**config.mk**
```make
export PLATFORM = sky130hd
export DESIGN_NAME = fba_ram
export DESIGN_NICKNAME = d
export VERILOG_FILES = /design/src/hw/rtl/fba_ram.sv
export SDC_FILE = /design/constraint.sdc
export NUM_CORES = 2
export LEC_CHECK = 0
export BUFFER_PORTS_ARGS = -buffer_cell sky130_fd_sc_hd__buf_4
export CAP_MARGIN = 20
export CORE_MARGIN = 2
export CORE_UTILIZATION = 52
export DETAILED_ROUTE_END_ITERATION = 6
export GPL_ROUTABILITY_DRIVEN = 0
export GPL_TIMING_DRIVEN = 1
export PLACE_DENSITY_LB_ADDON = 0.15
export SETUP_SLACK_MARGIN = 0.15
export SLEW_MARGIN = 15
export SYNTH_ARGS = -nofsm -noshare
export SYNTH_HDL_FRONTEND = slang
export SYNTH_SLANG_ARGS = --single-unit
```
**constraint.sdc**
```tcl
create_clock -name i_clk -period 2.81 [get_ports i_clk]
set_input_delay 0.4215 -clock i_clk [delete_from_list [all_inputs] [get_ports i_clk]]
set_output_delay 0.4215 -clock i_clk [all_outputs]
set_load 0.03 [all_outputs]
```
**src/hw/rtl/fba_ram.sv**
```systemverilog
module fba_ram #(
    parameter int WIDTH = 8,
    parameter int DEPTH = 256
) (
    input  logic                     i_clk,
    input  logic                     i_we,
    input  logic [$clog2(DEPTH)-1:0] i_waddr,
    input  logic [WIDTH-1:0]         i_wdata,
    input  logic [$clog2(DEPTH)-1:0] i_raddr,
    output logic [WIDTH-1:0]         o_rdata
);

    logic [WIDTH-1:0] r_mem [DEPTH];
    logic [WIDTH-1:0] r_rdata;

    always_ff @(posedge i_clk) begin
        if (i_we) begin
            r_mem[i_waddr] <= i_wdata;
        end
        r_rdata <= r_mem[i_raddr];
    end

    assign o_rdata = r_rdata;

endmodule

```
# Yosys cells after proc, flatten, opt, wreduce, memory -nomap -nowiden
# Memories as Yosys holds them, arrays and structs flattened. A register that Yosys moved wholly into a read port is not among the register bits.
# Cells that the tools add are included.
# totals
n_memories	1
ramBits	2048
input_bits	26
output_inout_bits	8
wordCells	3
ff_bits	0
# memory_table
memory	words	width	read_ports	rd_ports_with_merged_regs	wr	line	rtl
r_mem	256	8	1	1	1	13	logic [WIDTH-1:0] r_mem [DEPTH];
# classes
mux	2
# op_table
op	count
$mux W1	2

# Depth between registers and ports, before layout
# depth
ltp_word	2
depth_mapped	11
ltp_nobuf	6

# Worst setup path after synthesis
# OpenSTA, ideal clock, no wires.
# synth_timing
path_type	input port to flip-flop
start	input port i_raddr[0]
end	register r_rdata[2] (netlist: o_rdata[2]), read port of r_mem
t_arrival_ns	2.228
setup_time_ns	0.131
stages	9
setup_slack_ns	0.451
cell_sequence	buf_6 > buf_12 > buf_8 > buf_2 > mux4_2 > a22oi_1 > a21oi_1 > nor4_1 > nor4_2
# synth_rtl
item	line	rtl
start, declared	9	input logic [$clog2(DEPTH)-1:0] i_raddr,
end, declared	14	logic [WIDTH-1:0] r_rdata;

==> impl_metrics.json <==
{
  "synth.distinct_cells": 55,
  "syn-mean-instance-area_um2": 21.3,
  "fin_skew_ps": 30.0,
  "slew_headroom_pct": 40.4,
  "grt_pass1_wl_um": 288000,
  "wl_per_cell_um": 30.0,
  "rows": 143,
  "cp.arrival_ps": 3330,
  "whs_ps": -4.15,
  "path_clk_slew_ps": 60,
  "crit_type": "flip-flop to flip-flop",
  "cts_max_level": 4,
  "clockRootBuffer": "clkbuf_16",
  "cp-start-kind": "flip-flop",
  "synth_cells": 3733,
  "place_hpwl_um": 130000,
  "ys.flop_type": "edfxtp_1",
  "cap_violations": 0,
  "cts_setup_buffers": 0,
  "run_status": "finished with violations",
  "diodes": 0,
  "ios": 34,
  "vias": 40700,
  "antenna_found_initial": 6,
  "io_buffer_count": 33,
  "setup_violations": 0,
  "crit_path_end_kind": "flip-flop",
  "rsz0062_at_grt": "no",
  "hp-class": "input port to flip-flop",
  "drt_iter0_drc": 5020,
  "finish.net_count": 4452,
  "ys_seq_elements": 2056,
  "clock_path_buffers": 3,
  "yosysMostFrequentCell": "edfxtp_1",
  "clk_latency_ps": 840,
  "core_mm2": 0.152,
  "synth_commonest_cells": "edfxtp_1, mux4_2, nor2_1, mux2i_1, a22oi_1",
  "async_reset_ff_share_pct": 0,
  "yosysTopAreaCell": "edfxtp_1",
  "crit_fanout": 1,
  "synth_area_leaders": "edfxtp_1, mux4_2, mux2i_1",
  "fin_setup_tns_ps": 0,
  "areaGrowthSynthToFinish_pct": 18.2,
  "finalCritPeriodShare_pct": 94.2,
  "syn_area_mm2": 0.0796,
  "die_y_um": 395,
  "grt-ovfl-total": 0,
  "max_freq_mhz": 378,
  "cts_tree": "built",
  "yosysWarnings": 0,
  "hold_violations": 1,
  "final_util_pct": 61.9,
  "layout-drive-gt1-share_pct": 32.7,
  "post_dp_cell_area_mm2": 0.0870,
  "cts.sinks": 2056,
  "p_per_area_mw_per_mm2": 698,
  "synth_top_area_share_pct": 77.3,
  "drt-vias-per-instance": 6.14,
  "ant_nets": 0,
  "cp.required_ps": 3490,
  "first_pass_iters": 5,
  "ys_seq_area_share_pct": 77.5,
  "grt_usage_pct": 25.7,
  "synth-edff-count": 2048,
  "failed_checks": "hold timing",
  "die-area_mm2": 0.156,
  "wl_um": 199000,
  "grt_pass1_vias": 41000,
  "die_width_um": 395,
  "drc": 0,
  "max_slew.worst_pin.slew_ps": 886,
  "synth_nets": 3759,
  "min_period_ps": 2650,
  "start_util_pct": 52.4,
  "cts_buffers": 204,
  "n_fill_cell": 10400,
  "irDropWorstVdd_mv": 0.608,
  "slew_viol_final": 0,
  "grt_start_max_net_pins": 97,
  "p_leak_uw": 0.0307,
  "fin_area_mm2": 0.0941
}
==> final timing paths <==
kind | slack (ps) | cells past startpoint | startpoint | endpoint
max reg2reg | 160 | 5 | r_mem[83][4] | o_rdata[4]
min | -4 | 1 | i_wdata[2] | r_mem[83][2]
min reg2reg | 1150 | 7 | r_mem[32][5] | o_rdata[5]
max | 160 | 5 | r_mem[83][4] | o_rdata[4]
==> kinds of logic (layout without fill, tap and decap cells) <==
family / Yosys count / in the layout / synth area share (%)
flops: 2056 / 2056 / 77.5
simple gates: 466 / 466 / 2.63
mux: 591 / 591 / 14.6
buf+inv: 235 / 1104 / 1.83
compound gates: 385 / 385 / 3.42
==> critical path: stages, from the launching register on <==
cell	delay [ps]
edfxtp_1	370
mux4_2	500
mux4_2	470
nor2b_1	210
nor4_1	800
nor4_1	150
==> cell usage in the layout (no fill, tap or decap), drive strengths merged, types with 10 or more instances in the layout <==
cell / instances
o22ai: 28
a21oi: 96
o21ai: 12
bufinv: 32
a221oi: 14
o211ai: 10
nand3: 34
clkinv: 87
edfxtp: 2048
nor2: 282
a211oi: 16
nor2b: 31
mux2i: 134
nand4: 10
nor3: 22
clkbuf: 251
mux4: 456
o221ai: 47
nor4: 27
a22oi: 133
nand2: 33
buf: 717
==> sequential cells by signal, summed over array words and instances, names as in the netlist <==
register  cells
r_mem      2048
o_rdata       8
==> per-layer routing <==
layer	wire length, um	vias up	track usage (%)
met4	5190	10	7.48
met1	82900	21600	37.4
met2	94400	1714	40.1
met5	61	-	0
li1	-	17100	-
met3	16100	297	4.86
==> per-stage QoR <==
| stage | instances | setup slack, ps | total power (uW) |
|---|---|---|---|
| floorplan | 3733 | 451 | 36200 |
| detailed placement | 6247 | -920 | 38100 |
| CTS | 6632 | 165 | 66100 |
| global placement | 6247 | -893 | 38000 |
| global route | 6632 | 155 | 67400 |
| finish | 6632 | 164 | 65700 |
==> power by group <==
group | internal, uW | switching, uW | total (uW) | leakage, uW
clock network | 16700 | 11500 | 28300 | 0.00343
registers | 33800 | 72.6 | 33900 | 0.0185
logic | 1410 | 2130 | 3540 | 0.00877
total | 51900 | 13700 | 65700 | 0.0307
==> area by class of cell <==
class	count	area, um^2	share of cell area (%)
clock buffer	251	5450	5.79
clock inverter	131	1560	1.65
inverter	2	7.51	0.00798
multi-input combinational	1442	16500	17.6
sequential	2056	61700	65.5
tap	2030	2540	2.70
timing repair buffer	720	6340	6.74
==> timing repair <==
item / 4_1_cts / 5_1_grt
endpoints found under the hold margin: 98 / 0
endpoints found under the setup margin: 3 / 1
resized for setup: 3 / 1
hold buffers: 3 / 0
Note: power is estimated with default switching activity, not from simulation.
