File: config.mk
export PLATFORM = sky130hd
export DESIGN_NAME = fba_div
export DESIGN_NICKNAME = d
export VERILOG_FILES = /design/src/hw/rtl/fba_pkg.sv /design/src/hw/rtl/fba_div.sv
export SDC_FILE = /design/constraint.sdc
export NUM_CORES = 1
export LEC_CHECK = 0
export BUFFER_PORTS_ARGS = -buffer_cell sky130_fd_sc_hd__buf_2
export CELL_PAD_IN_SITES_DETAIL_PLACEMENT = 1
export CELL_PAD_IN_SITES_GLOBAL_PLACEMENT = 1
export CORE_ASPECT_RATIO = 0.75
export CORE_MARGIN = 1
export CORE_UTILIZATION = 43
export CTS_BUF_LIST = sky130_fd_sc_hd__clkbuf_8
export DETAILED_ROUTE_END_ITERATION = 10
export PLACE_DENSITY_LB_ADDON = 0.05
export SLEW_MARGIN = 20
export SYNTH_ARGS = -nofsm -noshare
export SYNTH_HDL_FRONTEND = slang
export SYNTH_SLANG_ARGS = --single-unit
File: constraint.sdc
create_clock -name i_clk -period 2.3 [get_ports i_clk]
set_input_delay 0.23 -clock i_clk [delete_from_list [all_inputs] [get_ports i_clk]]
set_output_delay 0.23 -clock i_clk [all_outputs]
set_load 0.05 [all_outputs]
File: src/hw/rtl/fba_pkg.sv
package fba_pkg;

    localparam int MAX_BLOCKS  = 1024;
    localparam int LINE_BYTES  = 64;
    localparam int LINE_SHIFT  = $clog2(LINE_BYTES);

    localparam int ADDR_W      = 32;
    localparam int CFG_DATA_W  = 32;
    localparam int CFG_IDX_W   = 2;
    localparam int CFG_BYTES_W = 17;
    localparam int CFG_COUNT_W = 11;
    localparam int STATUS_W    = 3;

    localparam int IDX_W   = $clog2(MAX_BLOCKS);
    localparam int CNT_W   = $clog2(MAX_BLOCKS + 1);
    localparam int LINES_W = CFG_BYTES_W - LINE_SHIFT + 1;
    localparam int QUO_W   = ADDR_W - LINE_SHIFT;
    localparam int PROD_W  = IDX_W + LINES_W;

    localparam logic [CFG_BYTES_W-1:0] BYTES_RESET = CFG_BYTES_W'(64);
    localparam logic [CFG_COUNT_W-1:0] COUNT_RESET = CFG_COUNT_W'(1024);

    localparam logic [CFG_IDX_W-1:0] CFG_BASE  = CFG_IDX_W'(0);
    localparam logic [CFG_IDX_W-1:0] CFG_BYTES = CFG_IDX_W'(1);
    localparam logic [CFG_IDX_W-1:0] CFG_COUNT = CFG_IDX_W'(2);

    localparam logic [STATUS_W-1:0] STAT_OK        = STATUS_W'(0);
    localparam logic [STATUS_W-1:0] STAT_EXHAUSTED = STATUS_W'(1);
    localparam logic [STATUS_W-1:0] STAT_NULL      = STATUS_W'(2);
    localparam logic [STATUS_W-1:0] STAT_MISALIGN  = STATUS_W'(3);
    localparam logic [STATUS_W-1:0] STAT_RANGE     = STATUS_W'(4);
    localparam logic [STATUS_W-1:0] STAT_NOT_ALLOC = STATUS_W'(5);

    localparam logic FUNC_ALLOC = 1'b0;
    localparam logic FUNC_FREE  = 1'b1;

    typedef struct packed {
        logic              func;
        logic [ADDR_W-1:0] free_address;
    } t_req;

    typedef struct packed {
        logic [STATUS_W-1:0] status;
        logic [ADDR_W-1:0]   block_address;
        logic [CNT_W-1:0]    free_count;
        logic [CNT_W-1:0]    used_count;
    } t_rsp;

    typedef struct packed {
        logic [QUO_W-1:0]   quot;
        logic [LINES_W-1:0] rem;
    } t_div_res;

    // Zero acts as one block, anything above the maximum saturates.
    function automatic logic [CNT_W-1:0] eff_count(input logic [CFG_COUNT_W-1:0] c);
        logic [CNT_W-1:0] v;
        if (c == '0) begin
            v = CNT_W'(1);
        end else if (32'(c) > 32'(MAX_BLOCKS)) begin
            v = CNT_W'(MAX_BLOCKS);
        end else begin
            v = CNT_W'(c);
        end
        return v;
    endfunction

    // Block size in whole lines; zero bytes acts as one line.
    function automatic logic [LINES_W-1:0] eff_lines(input logic [CFG_BYTES_W-1:0] b);
        logic [CFG_BYTES_W:0] sum;
        logic [LINES_W-1:0]   v;
        sum = {1'b0, b} + (CFG_BYTES_W+1)'(LINE_BYTES - 1);
        if (b == '0) begin
            v = LINES_W'(1);
        end else begin
            v = sum[CFG_BYTES_W:LINE_SHIFT];
        end
        return v;
    endfunction

endpackage

File: src/hw/rtl/fba_div.sv
module fba_div (
    input  logic                          i_clk,
    input  logic                          i_rst_n,
    input  logic                          i_start,
    input  logic [fba_pkg::QUO_W-1:0]     i_dividend,
    input  logic [fba_pkg::LINES_W-1:0]   i_divisor,
    output logic                          o_done,
    output fba_pkg::t_div_res             o_res
);
    import fba_pkg::*;

    localparam int DCNT_W = $clog2(QUO_W);
    localparam logic [DCNT_W-1:0] CNT_LAST = DCNT_W'(QUO_W - 1);

    logic               r_busy;
    logic               r_done;
    logic [DCNT_W-1:0]  r_cnt;
    logic [QUO_W-1:0]   r_quo;
    logic [LINES_W-1:0] r_rem;
    logic [LINES_W-1:0] r_dvs;

    logic [LINES_W:0]   w_trial;
    logic [LINES_W:0]   w_diff;
    logic               w_take;

    // One restoring step: bring down the next dividend bit, subtract if it fits.
    assign w_trial = {r_rem, r_quo[QUO_W-1]};
    assign w_take  = (w_trial >= {1'b0, r_dvs});
    assign w_diff  = w_trial - {1'b0, r_dvs};

    always_ff @(posedge i_clk) begin
        if (!i_rst_n) begin
            r_busy <= 1'b0;
            r_done <= 1'b0;
            r_cnt  <= '0;
        end else begin
            r_done <= 1'b0;
            if (i_start) begin
                r_busy <= 1'b1;
                r_cnt  <= '0;
                r_quo  <= i_dividend;
                r_rem  <= '0;
                r_dvs  <= i_divisor;
            end else if (r_busy) begin
                r_quo <= {r_quo[QUO_W-2:0], w_take};
                r_rem <= w_take ? w_diff[LINES_W-1:0] : w_trial[LINES_W-1:0];
                r_cnt <= r_cnt + DCNT_W'(1);
                if (r_cnt == CNT_LAST) begin
                    r_busy <= 1'b0;
                    r_done <= 1'b1;
                end
            end
        end
    end

    assign o_done     = r_done;
    assign o_res.quot = r_quo;
    assign o_res.rem  = r_rem;

endmodule

==> Word-level counts from Yosys, hierarchy flattened <==
Cells that the tools add are included.
{ "word_totals": {"register_bits": 57, "input_bits": 41, "out_inout_bits": 39, "word_cells": 25} }
{ "classes": {"n_addsub": 2, "order_cmp": 1, "eq_ne": 1, "muxes": 8, "bitwise": 2, "reduce_logical": 5} }
{ "ops": {"columns": ["cell", "count"], "rows": [
  ["$mux W26", 2],
  ["$mux W12", 2],
  ["$ge A13 B12 Y1", 1],
  ["$sub A12 B12 Y12", 1],
  ["$add A5 B1 Y5 const B", 1],
  ["$eq A5 B5 Y1 const B", 1],
  ["$mux W1", 4],
  ["$reduce_and A2 Y1", 2],
  ["$reduce_or A3 Y1", 1],
  ["$not A1 Y1", 2],
  ["$reduce_bool A2 Y1", 1],
  ["$reduce_or A2 Y1", 1]
]} }

==> Depth between registers and ports, before layout <==
{ "logic_depth": {"depth_word": 4, "mapped_depth": 10, "mapped_depth_nobuf": 9} }

==> Least setup slack after synthesis <==
No wires, ideal clock.
{ "synth_timing": {"path_type": "register to register", "start": "register r_rem[5]", "end": "register r_rem[1] (data pin)", "setup_ns": 0.270, "arrival_time_ns": 2.114, "t_required_ns": 2.030, "setup_slack_ns": -0.085, "path_stages_with_launch": 10, "path_buffers": 2, "period_less_slack_ns": 2.385, "cell_sequence": "edfxtp_1 ha_1 buf_6 a21oi_1 o21ai_2 a31o_2 o21a_2 buf_6 nor3_2 a211oi_2"} }
{ "synth_between": {"elab_chain_len": 3} }
{ "synth_rtl": {"columns": ["item", "line", "source"], "rows": [
  ["start: declaration", "fba_div.sv:19", "logic [LINES_W-1:0] r_rem;"],
  ["start signal: assignment", "fba_div.sv:46", "r_rem <= w_take ? w_diff[LINES_W-1:0] : w_trial[LINES_W-1:0];"],
  ["$ge A13 B12 Y1", "fba_div.sv:28", "assign w_take = (w_trial >= {1'b0, r_dvs});"],
  ["$mux W12", "fba_div.sv:46", null],
  ["$mux W12", "fba_div.sv:44", "end else if (r_busy) begin"]
]} }
No other way between the ends. The select of a mux whose other input is x is not followed.
A chain may end at the register's enable or synchronous reset.

==> Worst setup path in the final report <==
{ "layout_timing": {"start": "register r_rem[6]", "end": "register r_quo[0] (data pin)"} }
{ "layout_between": {"elab_chain_len": 3} }
{ "layout_rtl": {"columns": ["item", "line", "source"], "rows": [
  ["$ge A13 B12 Y1", "fba_div.sv:28", null],
  ["$mux W26", "fba_div.sv:44", null],
  ["$mux W26", "fba_div.sv:38", "if (i_start) begin"],
  ["end signal: assignment", "fba_div.sv:41", "r_quo <= i_dividend;"],
  ["end signal: assignment", "fba_div.sv:45", "r_quo <= {r_quo[QUO_W-2:0], w_take};"],
  ["end: declaration", "fba_div.sv:18", "logic [QUO_W-1:0] r_quo;"]
]} }
No other way between the ends. The select of a mux whose other input is x is not followed.

==> metrics.md <==
| Metric | Value |
|---|---|
| Fraction of layout instances using a drive strength above 1 | `46.8%` |
| TritonCTS clock tree | `yes` |
| Vias per cell | `5.27` |
| H-tree Lvls | `3` |
| Reg area | `between 1500 and 2000 um^2` |
| Final setup violation count | `0` |
| CTS clk-pin slew, worst paths | `~0.070 ns` |
| Final Hold Vio Count | `0` |
| Largest net degree at the start of global routing | `40` |
| Vias in the first global route | `~2200` |
| Detailed Routing Iterations Pass 1 | `4` |
| Hold_buf cts | `0` |
| Peak VDD IR | `261 uV` |
| Initial antenna violation count | `0` |
| MaxCap Viol Count | `0` |
| Initial Util | `44.6%` |
| Post-synth ARST share | `0%` |
| Yosys warnings | `0` |
| Area of the core | `a little under 7000 um^2` |
| Final Power | `2.85 mW` |
| Max FO, Critical Path | `7` |
| Number of diodes | `0` |
| Slew margin rel. | `a little under two thirds` |
| CTS Buffer Depth | `2` |
| Hold Path Class | `in -> reg` |
| Clk_lat worst skew | `~0.33 ns` |
| Routed wire length | `6850 um` |
| Crit path arrival time | `2.25 ns` |
| Multi-input gate area | `1310 um^2` |
| Syn Std Cell Area | `about 3000 um^2` |
| Hold Slack | `0.0708 ns` |
| Routed via count | `~2200` |
| Clk_skew | `0.00609 ns` |
| Number of DRC markers in iteration 0 | `about 70` |
| RSZ-0062 raised after global routing | `no` |
| Site row count | `26` |
| DR DRC count | `0` |
| TritonCTS Sinks | `between 50 and 60` |
| Post-synth cell types | `between 50 and 60` |
| Main flop type after synthesis | `edfxtp_1` |
| Critical path class | `reg -> reg` |
| Final nets | `roughly 380` |
| Max-slew violations | `0` |
| CTS buffer count | `9` |
| Gate Count Post-Synth | `between 200 and 250` |
| GRT Resource Usage Total | `19.2%` |
| Leakage power | `~1.5 nW` |
| Fmax | `~0.46 GHz` |
| Synth Register Bits | `57` |
| Remaining antenna violation count | `0` |
| # fillers | `a little under 800` |
| # port buffers | `79` |
| Syn_nets | `~300` |
| Io pins | `80` |
| Final period util | `a little over nine tenths` |
| Area growth syn-to-layout | `23.1%` |
| First-pass GRT wire length | `around 11000 um` |
| Routability cong. | `between 0.8 and 0.9` |
| Setup TNS Final | `0 ns` |
| Tmin final | `2.17 ns` |
| Die H | `74.9 um` |
| Post-synth EDFFs | `50` |
| Share of the synthesized area in the top cell type | `roughly 49%` |
| Sequential share of the synthesized area | `a little over half` |
| Chip width | `99.2 um` |
| Syn_area_per_cell | `approximately 13 um^2` |
| Hpwl dp | `between 4000 and 5000 um` |
| Slew @ Worst Pin | `~0.55 ns` |
| Root Driver | `clkbuf_8` |
| Status | `finished clean` |
| Crit start category | `register` |
| Post-DR wirelength/cell | `between 15 and 20 um` |
| Die area | `7430 um^2` |
| Congestion Overflow GR | `0` |
| Area contributors post-synth | `edfxtp_1 (49%), mux2_2 (9.6%), ha_1 (5.7%)` |
| Power Dens Cells | `about 760 nW/um^2` |
| Worst Setup End Kind | `register` |
| Worst EP required | `between 2 and 2.5 ns` |
| Leading area contributor after synthesis | `edfxtp_1` |
## per-layer routing
| layer | GRT usage [%] | wire length, um | vias to the layer above |
|---|---|---|---|
| li1 | - | - | 1076 |
| met1 | 27.6 | 3440 | 1061 |
| met2 | 28.4 | 2960 | 54 |
| met3 | 5.57 | 381 | 8 |
| met4 | 5.88 | 64 | 0 |
| met5 | 0 | 0 | - |
## cell usage after synthesis (all sizes together), types with 2 or more instances
| master | count |
|---|---|
| a21oi | 15 |
| or3 | 2 |
| mux2 | 26 |
| o21ai | 11 |
| o21a | 4 |
| edfxtp | 50 |
| o2111ai | 3 |
| a21boi | 2 |
| nor2b | 2 |
| nor2 | 11 |
| nand4 | 3 |
| nor3 | 4 |
| nand2 | 5 |
| a31o | 2 |
| inv | 17 |
| o211ai | 2 |
| and4b | 2 |
| clkbuf | 7 |
| buf | 6 |
| dfxtp | 7 |
| nand2b | 2 |
| a31oi | 3 |
| xnor2 | 5 |
| nand3 | 12 |
| and3 | 2 |
| nand3b | 2 |
| xor2 | 6 |
| a211o | 2 |
| a211oi | 4 |
| ha | 14 |
## worst paths after layout
check | cells past startpoint | slack [ns] | endpoint | startpoint
min reg2reg | 2 | 0.55 | r_cnt[1] | r_cnt[1]
max | 7 | 0.13 | r_quo[0] | r_rem[6]
min | 1 | 0.07 | r_dvs[3] | i_divisor[3]
max reg2reg | 7 | 0.13 | r_quo[0] | r_rem[6]
## critical path, stage by stage, from the launching register on
cell	delay, ns
edfxtp_1	0.42
ha_1	0.42
nand4_2	0.18
nor2_1	0.06
a31o_2	0.27
o21ai_2	0.15
nand2_1	0.13
mux2_2	0.29
## sequential cells by signal (all words and copies together), names as in the netlist
name    flops
r_quo      26
r_dvs      12
r_rem      12
r_cnt       5
o_done      1
r_busy      1
## through the flow
stage,utilization [%],cell area (um^2),std cells,worst slack [ns]
after floorplan,-,3070,242,-0.0401
after global placement,52.2,3570,401,0.146
after detailed placement,52.2,3570,401,0.0658
after CTS,54.6,3730,417,0.0380
after global routing,54.9,3750,417,0.00295
final,54.9,3750,417,0.132
## report_power, final
| part | total [mW] | switching [mW] | leakage, nW | internal [mW] |
|---|---|---|---|---|
| Sequential | 1.27 | 0.0438 | 0.535 | 1.22 |
| Clock | 0.790 | 0.412 | 0.0860 | 0.378 |
| Combinational | 0.799 | 0.502 | 0.918 | 0.297 |
## repair_timing
action	in CTS	in global routing
resized for setup	0	5
buffers inserted	0	0
endpoints found under the setup margin	0	13
## layout by cell type (no fill, tap or decap), types with 4 or more instances in the layout
cell	Yosys	final
buf_4	2	9
nand3_1	12	12
a21oi_1	12	11
ha_1	14	10
mux2_2	26	26
clkbuf_8	0	9
clkinv_2	0	4
nor2_1	10	10
xnor2_1	5	5
xor2_1	6	6
dfxtp_1	7	7
nand2_1	5	5
o21ai_1	7	7
buf_2	2	79
inv_1	17	18
edfxtp_1	50	50
## layout make-up
class	count	share of cell area (%)
Clock buffer	9	3.30
Clock inverter	7	1.03
Inverter	17	1.70
Multi-Input combinational cell	155	35.0
Sequential cell	57	43.8
Tap cell	84	2.80
Timing Repair Buffer	88	12.3
## logic make-up (layout without fill, tap and decap cells)
group | Yosys count | after routing | synth area share (%)
AO/OA/AOI/OAI | 53 | 53 | 13.1
XOR/XNOR | 11 | 11 | 3.16
adder cells (fa/ha/maj) | 15 | 15 | 6.41
buffers and inverters | 30 | 121 | 4.52
flip-flops | 57 | 57 | 53.9
multiplexers | 26 | 26 | 9.61
AND/OR/NAND/NOR | 50 | 50 | 9.32
(Power assumes the default switching activity.)
